===== src/design/rcpm_pkg.sv =====
package rcpm_pkg;

  // configuration register indexes
  localparam int CFG_ADDR_W = 1;
  localparam logic [CFG_ADDR_W-1:0] REG_WINDOW_LOG2  = 1'b0;
  localparam logic [CFG_ADDR_W-1:0] REG_MIDI_CHANNEL = 1'b1;

  localparam logic [3:0] WINDOW_LOG2_RESET  = 4'd14;
  localparam logic [3:0] MIDI_CHANNEL_RESET = 4'd0;

  localparam logic [6:0] NO_PITCH_NOTE = 7'd60;
  localparam logic [6:0] VELOCITY_BASE = 7'd64;
  localparam int unsigned REF_NOTE  = 69;
  localparam int unsigned SEMITONES = 12;

  // log2(8000/440) in Q30
  localparam longint unsigned RATE_RATIO_LOG2_Q30 = 64'd4492991702;

  typedef enum logic [2:0] {
    ST_IDLE,
    ST_NORM,
    ST_SQUARE,
    ST_CALC_S,
    ST_CALC_T,
    ST_CALC_ABS,
    ST_CALC_NOTE,
    ST_WRITE
  } rcpm_state_t;

  typedef struct packed {
    logic accept;
    logic norm_step;
    logic sq_step;
    logic calc_s;
    logic calc_t;
    logic calc_abs;
    logic calc_note;
    logic out_load;
  } rcpm_cmd_t;

  typedef struct packed {
    logic win_end;
    logic multi_run;
    logic norm_done;
    logic sq_last;
    logic out_free;
  } rcpm_sts_t;

endpackage


===== src/design/rcpm_ctrl.sv =====
module rcpm_ctrl (
  input  logic                clk,
  input  logic                rst,
  input  logic                s_tvalid,
  output logic                s_tready,
  input  rcpm_pkg::rcpm_sts_t sts,
  output rcpm_pkg::rcpm_cmd_t cmd
);
  import rcpm_pkg::*;

  rcpm_state_t state;
  rcpm_state_t state_next;

  always_ff @(posedge clk) begin
    if (rst) begin
      state <= ST_IDLE;
    end else begin
      state <= state_next;
    end
  end

  always_comb begin
    state_next = state;
    cmd        = '0;
    s_tready   = 1'b0;
    unique case (state)
      ST_IDLE: begin
        s_tready   = 1'b1;
        cmd.accept = s_tvalid;
        if (s_tvalid && sts.win_end) begin
          state_next = sts.multi_run ? ST_NORM : ST_WRITE;
        end
      end
      ST_NORM: begin
        cmd.norm_step = 1'b1;
        if (sts.norm_done) begin
          state_next = ST_SQUARE;
        end
      end
      ST_SQUARE: begin
        cmd.sq_step = 1'b1;
        if (sts.sq_last) begin
          state_next = ST_CALC_S;
        end
      end
      ST_CALC_S: begin
        cmd.calc_s = 1'b1;
        state_next = ST_CALC_T;
      end
      ST_CALC_T: begin
        cmd.calc_t = 1'b1;
        state_next = ST_CALC_ABS;
      end
      ST_CALC_ABS: begin
        cmd.calc_abs = 1'b1;
        state_next   = ST_CALC_NOTE;
      end
      ST_CALC_NOTE: begin
        cmd.calc_note = 1'b1;
        state_next    = ST_WRITE;
      end
      ST_WRITE: begin
        if (sts.out_free) begin
          cmd.out_load = 1'b1;
          state_next   = ST_IDLE;
        end
      end
      default: begin
        state_next = ST_IDLE;
      end
    endcase
  end

endmodule


===== src/design/rcpm_dp.sv =====
module rcpm_dp #(
  parameter int LOG_FRACTION_BITS = 16,
  parameter int MAX_WINDOW_LOG2   = 15
) (
  input  logic                                clk,
  input  logic                                rst,
  input  logic [6:0]                          sample,
  input  logic                                cfg_we,
  input  logic [rcpm_pkg::CFG_ADDR_W-1:0]     cfg_addr,
  input  logic [3:0]                          cfg_wdata,
  input  rcpm_pkg::rcpm_cmd_t                 cmd,
  output rcpm_pkg::rcpm_sts_t                 sts,
  output logic                                out_valid,
  input  logic                                out_ready,
  output logic [6:0]                          out_note,
  output logic [6:0]                          out_vel,
  output logic [3:0]                          out_chan
);
  import rcpm_pkg::*;

  localparam int F   = LOG_FRACTION_BITS;
  localparam int W   = MAX_WINDOW_LOG2;
  localparam int PW  = W + 1;              // position, holds 2^W
  localparam int RW  = W;                  // run count, at most 2^(W-1)
  localparam int KW  = $clog2(W + 1);
  localparam int PBW = $clog2(W);
  localparam int AW  = PBW + F;
  localparam int IW  = $clog2(F + 1);
  localparam int TW  = F + 11;
  localparam longint unsigned C_F =
    (RATE_RATIO_LOG2_Q30 + (64'd1 << (29 - F))) >> (30 - F);

  // config
  logic [3:0] window_log2;
  logic [3:0] midi_channel;

  // window counters
  logic [PW-1:0] pos;
  logic [RW-1:0] runs;
  logic          prev_zero;
  logic [6:0]    peak;

  // log datapath
  logic [RW-1:0]         nrm;
  logic [PBW-1:0]        lead;
  logic [31:0]           m;
  logic [AW-1:0]         acc;
  logic [IW-1:0]         iter;
  logic [KW-1:0]         k_hold;
  logic signed [TW-1:0]  tmp;
  logic                  neg;
  logic [6:0]            res_note;
  logic [6:0]            res_vel;

  logic [KW-1:0] k_eff;
  logic [6:0]    peak_next;
  logic          run_inc;
  logic [RW-1:0] runs_next;
  logic [PW-1:0] pos_next;
  logic [61:0]   sq;
  logic [31:0]   sq_q30;
  logic [6:0]    q7;

  always_comb begin
    k_eff     = (32'(window_log2) > 32'(W)) ? KW'(W) : KW'(window_log2);
    peak_next = (sample > peak) ? sample : peak;
    run_inc   = (sample != 7'd0) && prev_zero;
    runs_next = runs + RW'(run_inc);
    pos_next  = pos + PW'(1);
    sq        = 62'(m[30:0]) * 62'(m[30:0]);
    sq_q30    = sq[61:30];
    q7        = tmp[F+6:F];

    sts.win_end   = pos_next >= (PW'(1) << k_eff);
    sts.multi_run = runs_next > RW'(1);
    sts.norm_done = nrm[RW-1];
    sts.sq_last   = iter == IW'(F - 1);
    sts.out_free  = !out_valid || out_ready;
  end

  always_ff @(posedge clk) begin
    if (rst) begin
      window_log2  <= WINDOW_LOG2_RESET;
      midi_channel <= MIDI_CHANNEL_RESET;
      pos          <= '0;
      runs         <= '0;
      prev_zero    <= 1'b1;
      peak         <= '0;
      out_valid    <= 1'b0;
    end else begin
      if (cfg_we) begin
        unique case (cfg_addr)
          REG_WINDOW_LOG2:  window_log2  <= cfg_wdata;
          REG_MIDI_CHANNEL: midi_channel <= cfg_wdata;
        endcase
      end
      if (cmd.accept) begin
        if (sts.win_end) begin
          pos       <= '0;
          runs      <= '0;
          prev_zero <= 1'b1;
          peak      <= '0;
        end else begin
          pos       <= pos_next;
          runs      <= runs_next;
          prev_zero <= (sample == 7'd0);
          peak      <= peak_next;
        end
      end
      if (cmd.out_load) begin
        out_valid <= 1'b1;
      end else if (out_ready) begin
        out_valid <= 1'b0;
      end
    end
  end

  always_ff @(posedge clk) begin
    if (cmd.accept && sts.win_end) begin
      nrm      <= runs_next;
      lead     <= PBW'(W - 1);
      k_hold   <= k_eff;
      res_note <= NO_PITCH_NOTE;
      res_vel  <= sts.multi_run ? (VELOCITY_BASE + peak_next) : 7'd0;
    end
    // shift the run count up until its leading one reaches the top bit
    if (cmd.norm_step) begin
      if (nrm[RW-1]) begin
        m    <= 32'(nrm) << (31 - W);
        acc  <= AW'(lead);
        iter <= '0;
      end else begin
        nrm  <= nrm << 1;
        lead <= lead - PBW'(1);
      end
    end
    // one fraction bit per squaring of the Q30 mantissa
    if (cmd.sq_step) begin
      m    <= sq_q30[31] ? (sq_q30 >> 1) : sq_q30;
      acc  <= {acc[AW-2:0], sq_q30[31]};
      iter <= iter + IW'(1);
    end
    if (cmd.calc_s) begin
      tmp <= $signed(TW'(acc)) + $signed(TW'(C_F)) - $signed(TW'(k_hold) << F);
    end
    if (cmd.calc_t) begin
      tmp <= tmp * $signed(TW'(SEMITONES)) + $signed(TW'(REF_NOTE) << F);
    end
    // truncate toward zero: divide the magnitude, restore the sign
    if (cmd.calc_abs) begin
      neg <= tmp[TW-1];
      tmp <= tmp[TW-1] ? -tmp : tmp;
    end
    if (cmd.calc_note) begin
      res_note <= neg ? (7'd0 - q7) : q7;
    end
    if (cmd.out_load) begin
      out_note <= res_note;
      out_vel  <= res_vel;
      out_chan <= midi_channel;
    end
  end

  a_pos_bound: assert property (@(posedge clk) disable iff (rst)
    pos < (PW'(1) << W))
    else $error("window position beyond maximum window");

  a_runs_bound: assert property (@(posedge clk) disable iff (rst)
    (PW'(runs) << 1) <= (PW'(pos) + PW'(1)))
    else $error("run count exceeds half the window position");

  a_norm_nonzero: assert property (@(posedge clk) disable iff (rst)
    cmd.norm_step |-> (nrm != '0))
    else $error("normalizing a zero run count");

  a_mant_range: assert property (@(posedge clk) disable iff (rst)
    cmd.sq_step |-> (m[30] && !m[31]))
    else $error("mantissa outside [1,2)");

  a_load_valid: assert property (@(posedge clk) disable iff (rst)
    cmd.out_load |=> out_valid)
    else $error("result load did not raise valid");

endmodule


===== src/design/run_count_pitch_to_midi_note.sv =====
// Channel   Dir  Handshake          Payload
// s_axis    in   s_tvalid/s_tready  s_tdata[6:0] sample
// m_axis    out  m_tvalid/m_tready  m_tdata[17:0] note_number, velocity, channel
// cfg       in   cfg_we             cfg_addr index, cfg_wdata value
//
// Samples inside a window are taken one per cycle.
// A window end with more than one run goes through the normalize steps, one squaring
// per fraction bit (LOG_FRACTION_BITS in all), the S, T, ABS and NOTE arithmetic states
// and a load; with at most one run it goes straight to the load. No samples in between.
// Synchronous reset clears the window counters and m_tvalid and resets the config registers.
// One result waits in the output register while samples keep flowing; a second
// window end holds s_tready low until that result is taken.
module run_count_pitch_to_midi_note #(
  parameter int LOG_FRACTION_BITS = 16,
  parameter int MAX_WINDOW_LOG2   = 15
) (
  input  logic                            clk,
  input  logic                            rst,
  input  logic                            s_tvalid,
  output logic                            s_tready,
  input  logic [7:0]                      s_tdata,   // [6:0] sample
  output logic                            m_tvalid,
  input  logic                            m_tready,
  output logic [23:0]                     m_tdata,   // [6:0] note_number, [13:7] velocity,
                                                     // [17:14] channel
  input  logic                            cfg_we,
  input  logic [rcpm_pkg::CFG_ADDR_W-1:0] cfg_addr,
  input  logic [3:0]                      cfg_wdata
);
  import rcpm_pkg::*;

  rcpm_cmd_t  cmd;
  rcpm_sts_t  sts;
  logic [6:0] out_note;
  logic [6:0] out_vel;
  logic [3:0] out_chan;

  rcpm_ctrl u_ctrl (
    .clk      (clk),
    .rst      (rst),
    .s_tvalid (s_tvalid),
    .s_tready (s_tready),
    .sts      (sts),
    .cmd      (cmd)
  );

  rcpm_dp #(
    .LOG_FRACTION_BITS (LOG_FRACTION_BITS),
    .MAX_WINDOW_LOG2   (MAX_WINDOW_LOG2)
  ) u_dp (
    .clk       (clk),
    .rst       (rst),
    .sample    (s_tdata[6:0]),
    .cfg_we    (cfg_we),
    .cfg_addr  (cfg_addr),
    .cfg_wdata (cfg_wdata),
    .cmd       (cmd),
    .sts       (sts),
    .out_valid (m_tvalid),
    .out_ready (m_tready),
    .out_note  (out_note),
    .out_vel   (out_vel),
    .out_chan  (out_chan)
  );

  assign m_tdata = {6'd0, out_chan, out_vel, out_note};

endmodule


===== config.mk =====
export PLATFORM = sky130hd
export DESIGN_NAME = run_count_pitch_to_midi_note
export DESIGN_NICKNAME = d
export VERILOG_FILES = /design/src/design/rcpm_pkg.sv /design/src/design/rcpm_ctrl.sv /design/src/design/rcpm_dp.sv /design/src/design/run_count_pitch_to_midi_note.sv
export SDC_FILE = /design/constraint.sdc
export NUM_CORES = 2
export LEC_CHECK = 0
export ABC_CLOCK_PERIOD_IN_PS = 13200
export BUFFER_PORTS_ARGS = -buffer_cell sky130_fd_sc_hd__buf_4
export CAP_MARGIN = 20
export CORE_MARGIN = 3
export CORE_UTILIZATION = 55
export CTS_BUF_LIST = sky130_fd_sc_hd__clkbuf_4
export CTS_CLUSTER_SIZE = 25
export DETAILED_ROUTE_END_ITERATION = 16
export GPL_TIMING_DRIVEN = 1
export PLACE_DENSITY = 0.77
export SLEW_MARGIN = 25
export SYNTH_ARGS = -nofsm -noshare
export SYNTH_HDL_FRONTEND = slang
export SYNTH_SLANG_ARGS = --single-unit

===== constraint.sdc =====
create_clock -name clk -period 13.2 [get_ports clk]
set_input_delay 0.66 -clock clk [delete_from_list [all_inputs] [get_ports clk]]
set_output_delay 0.66 -clock clk [all_outputs]
set_load 0.01 [all_outputs]

; ---- Word-level counts from Yosys, hierarchy flattened
; Index checks and enable logic that the tools add are counted.
[classes]
n_addsub = 10
n_mul = 2
div = 0
n_lt_le_gt_ge = 3
n_eq_ne = 13
shift = 1
muxes = 46
bitwise = 1
reduce_logical = 18
[ops]
columns = operator, count
row1 = 31-bit 2-to-1 mux, 4
row2 = 27-bit 2-to-1 mux, 4
row3 = 31-bit by 31-bit multiplier with 62-bit output, 1
row4 = 15-bit 2-to-1 mux, 4
row5 = 20-bit 2-to-1 mux, 3
row6 = 7-bit 2-to-1 mux, 5
row7 = 27-bit by 24-bit adder with 27-bit output (second input constant), 1
row8 = 27-bit by 3-bit multiplier with 25-bit output (second input constant), 1
row9 = 27-bit negation, 1
row10 = 27-bit by 21-bit subtractor with 27-bit output, 1
row11 = 3-bit case mux with 8 select lines, 1
row12 = 20-bit by 19-bit adder with 21-bit output (second input constant), 1
row13 = 16-bit by 1-bit adder with 16-bit output (second input constant), 1
row14 = 16-bit >= comparator, 1
row15 = 16-bit 2-to-1 mux, 1
row16 = 1-bit by 4-bit left shift with 16-bit output (first input constant), 1
row17 = 15-bit by 1-bit adder with 15-bit output, 1
row18 = 15-bit by 1-bit > comparator with 1-bit output (second input constant), 1
row19 = 3-bit 2-to-1 mux, 5
row20 = 5-bit 2-to-1 mux, 3
row21 = 1-bit 2-to-1 mux, 13
row22 = 3-bit equality test (second input constant), 4
row23 = 4-bit 2-to-1 mux, 3
row24 = 2-bit AND reduction, 4
row25 = other kinds (20), 29
[totals]
reg_bits = 190
latch_bits = 0
mem_bits_rw = 0
romBits = 0
out_inout_bits = 26
n_memories = 0

; ---- Longest topological paths before layout
[logic_depth]
ltp_word = 7
mapped_depth = 34
ltp_nobuf = 30

; ---- Modules after synthesis
; From an unflattened synthesis, not the netlist that was laid out.
[hier_totals]
hier_cells = 4055
hier_area_um2 = 38426.9
[by_module_without_submodules]
columns = module, instances, cells_each, area_per_inst_um2, seq_area_each_um2
row1 = rcpm_dp, 1, 4012, 38120.3, 4944.7
row2 = rcpm_ctrl, 1, 36, 257.7, 60.1
row3 = run_count_pitch_to_midi_note, 1, 7, 48.8, 0.0

; ---- Worst setup path before layout
; Ideal clock, no wire load.
[synth_timing]
path_type = register -> register
startpoint = register u_dp.m[4]
endpoint = register u_dp.m[10] (data pin)
arrival_time_ns = 7.489
required_ns = 12.934
path_slack_ns = 5.445
stages_incl_launch_ff = 31
path_buffers = 5
period_less_slack_ns = 7.755
path_cell_list = edfxtp_1 clkbuf_1 clkbuf_1 nand2_1 fa_1 inv_1 fa_1 fa_1 inv_1 fa_1 inv_1 fa_1 fa_1 fa_1 inv_1 fa_1 inv_1 ha_1 buf_2 a21o_1 a311oi_1 o21ai_0 a31oi_1 o21a_1 a21o_1 nand2_1 a221o_1 buf_4 buf_2 mux2i_1 nor2_1
[synth_via]
elab_chain_cells = 3
[synth_lines]
columns = item, line
row1 = from (decl), rcpm_dp.sv:46  ; logic [31:0] m;
row2 = from (signal assigned), rcpm_dp.sv:129  ; m <= 32'(nrm) << (31 - W);
row3 = from (signal assigned), rcpm_dp.sv:139  ; m <= sq_q30[31] ? (sq_q30 >> 1) : sq_q30;
row4 = 31-bit by 31-bit multiplier with 62-bit output, rcpm_dp.sv:70  ; sq = 62'(m[30:0]) * 62'(m[30:0]);
row5 = 31-bit 2-to-1 mux, rcpm_dp.sv:139
row6 = 31-bit 2-to-1 mux, rcpm_dp.sv:138  ; if (cmd.sq_step) begin
; Every way passes these cells.
; A chain may end at the register's enable or synchronous reset.

; ---- Final worst setup path
[layout_timing]
startpoint = register u_dp.m[15]
endpoint = register u_dp.m[8] (data pin)
; Same word-level chain as after synthesis.

==> metrics.md <==
| Metric | Value |
|---|---|
| Status | complete, no violations |
| Die W | approximately 270 um |
| Die H | 273 um |
| Clock buffer depth | 2 |
| Drc violations | 0 |
| Crit path from | u_dp.m[15] |
| Initial Util | 0.556 |
| Grt ovf | 0 |
| Die area | 74,300 sq um |
| Fmax | 105 MHz |
| Post-synth ARST share | 0 |
| Setup TNS | 0 ns |
| Synth Warn # | 0 |
| Initial drt markers | 1,713 |
| Io pins | between 40 and 50 |
| Cell Area, Placed | between 40,000 and 50,000 sq um |
| Hold buffers post-CTS | 0 |
| Fin crit period | 9.49 ns |
| Total Nets Final | ~5.3k |
| Root Driver | clkbuf_4 |
| Sequential fraction of the synthesis area | 0.128 |
| Number of global-route vias before repair | 29.6k |
| Most used DFF post-synth | edfxtp_1 |
| Detailed-route via count | between 20k and 30k |
| Core box area | between 70,000 and 80,000 sq um |
| Max_cap viols | 0 |
| Crit end category | flip-flop |
| FF/Latch Area | 5000 sq um |
| Syn avg cell area | roughly 9.4 sq um |
| Placed cells | 5,029 |
| Post-Syn Area | 39,100 sq um |
| Initial antenna violation count | 7 |
| Setup Skew | 0.0644 ns |
| Postcts setup bufs | 0 |
| Crit Path Max Fanout | 28 |
| Gr usage total | 0.250 |
| Drt wl/cell | 17.6 um |
| H-tree depth | 4 |
| Gpl congestion | ~0.9 |
| Hold WC Path Type | input port to flip-flop |
| Slew Limit Headroom | 0.257 |
| WL final | about 89 mm |
| Critical path class | flip-flop to flip-flop |
| Final core utilization | 0.576 |
| Max Slew Vio Count | 0 |
| FF+latch count, synth | 190 |
| Post-DR vias/cell | 5.47 |
| Post-CTS Resized | 0 |
| Tightest Pin Transition | 1.12 ns |
| Fin crit share | 0.719 |
| Largest net degree at the start of global routing | 57 |
| First-pass GRT wire length | 149 mm |
| CTS Sinks | 190 |
| Final Cell Area | slightly above 40,000 sq um |
| Fin. Hold Viols | 0 |
| Area grow syn2layout | 3.53% |
| Core Rows | 97 |
| Non-Filler Instances | 5,067 |
| Post-synth EDFFs | 120 |
| Gate Count Post-Synth | 4,175 |
| Router iterations before antenna repair | 5 |
| Clk pin slew, worst setup/hold paths | 0.18 ns |
| Worst endpoint data arrival time | roughly 9.9 ns |
| TritonCTS Buffers | 17 |
| Share of layout cells above drive strength 1 | 0.0383 |
| Startpoint types | flip-flop |
| Fill cells | between 6k and 7k |
| Post-DRT Antenna Nets | 0 |
| CP required | about 14 ns |
| RSZ-0062 raised after global routing | no |
| Multi-input logic area | 29,700 sq um |
| Reg2reg start | u_dp.m[15] |
| Setup violations, final | 0 |
| Library cells used by synthesis | 88 |
| CTS tree | done |
| Worst skew pair latency | roughly 0.62 ns |
| DP Wirelength | roughly 70 mm |
| HP Start | cfg_wdata[2] |
| Port bufs | 36 |
## cell type report
type,instances,area share
antenna,6,0.000371
clock buffer,19,0.00353
clock inverter,13,0.00356
inverter,991,0.0919
multi-input combinational,2833,0.734
sequential,190,0.124
tap,940,0.0291
timing repair buffer,75,0.0139
## cells in the mapped netlist (33+ instances only)
master / number / share of area
nor2_1: 147 / 0.014
nand3_1: 70 / 0.0090
nor2b_1: 33 / 0.0053
mux2i_1: 46 / 0.012
dfxtp_1: 70 / 0.036
xnor2_1: 102 / 0.023
xor2_1: 50 / 0.011
and2_1: 211 / 0.034
o21ai_0: 94 / 0.012
a21o_1: 63 / 0.012
clkbuf_1: 140 / 0.013
ha_1: 378 / 0.12
fa_1: 749 / 0.38
inv_1: 988 / 0.095
a21oi_1: 152 / 0.019
nand2_1: 413 / 0.040
edfxtp_1: 120 / 0.092
## sequential cells by signal (all words and copies together) (netlist names)
register / cells
u_dp.m: 31
u_dp.tmp: 27
u_dp.acc: 20
u_dp.pos: 16
u_dp.nrm: 15
u_dp.runs: 15
u_dp.out_note: 7
u_dp.out_vel: 7
u_dp.peak: 7
u_dp.res_note: 7
u_dp.res_vel: 7
u_dp.iter: 5
u_dp.k_eff: 4
u_dp.k_hold: 4
u_dp.lead: 4
u_dp.midi_channel: 4
u_dp.out_chan: 4
u_ctrl.state: 3
u_dp.neg: 1
u_dp.out_valid: 1
u_dp.prev_zero: 1
## layout by cell type (no fill, tap or decap), types with 75 or more instances in the layout
cell      count
ha_1        378
edfxtp_1    120
o21ai_0      94
buf_4        75
inv_1       988
nor2_1      145
and2_1      211
a21oi_1     152
fa_1        749
nand2_1     413
xnor2_1     102
## stage by stage
step                      hold slack (ns)  setup slack [ns]
after global placement              0.403              3.91
after detailed placement            0.406              3.83
after floorplan                     0.400              5.45
after global routing                0.230              3.38
after CTS                           0.224              3.80
final                               0.261              3.71
## worst max-delay path, stage by stage (launching register included)
cell       delay [ns]
edfxtp_1         0.36
buf_4            0.40
clkinv_1         0.65
nor2_1           0.45
fa_1             0.51
fa_1             0.56
inv_1            0.06
fa_1             0.59
fa_1             0.47
fa_1             0.55
inv_1            0.05
fa_1             0.46
fa_1             0.52
fa_1             0.42
ha_1             0.37
nand4_1          0.22
nor4_1           0.50
o2111a_1         0.33
o2111ai_1        0.26
a21o_1           0.28
a21o_1           0.18
a221o_1          0.28
buf_4            0.28
nor2_2           0.20
inv_1            0.16
o22ai_1          0.21
## routing by layer
layer  GRT usage  vias up  part of all wire
met5           0        -                 0
met4      0.0796        0             0.033
met3      0.0442      172             0.071
met1       0.329    14000              0.41
met2       0.423      824              0.49
li1            -    12800                 -
## final timing paths
| check | slack [ns] | depth (start not counted) | end |
|---|---|---|---|
| setup / recovery | 3.71 | 25 | u_dp.m[8] |
| hold / removal | 0.26 | 2 | u_dp.k_eff[2] |
| setup reg to reg | 3.71 | 25 | u_dp.m[8] |
| hold reg to reg | 0.45 | 0 | u_dp.out_vel[6] |
## cells by family after synthesis
group           Yosys count  share of synthesized area
xor+xnor                152                     0.0341
buf+inv                1157                      0.113
fa+ha+maj              1127                      0.505
mux                      49                     0.0126
other cells               1                  0.0000960
compound gates          469                     0.0778
simple gates           1030                      0.129
flops                   190                      0.128
Power is left out: the tool's default activity adds up to more than one toggle a clock period on the data nets, which glitch-free logic cannot reach.
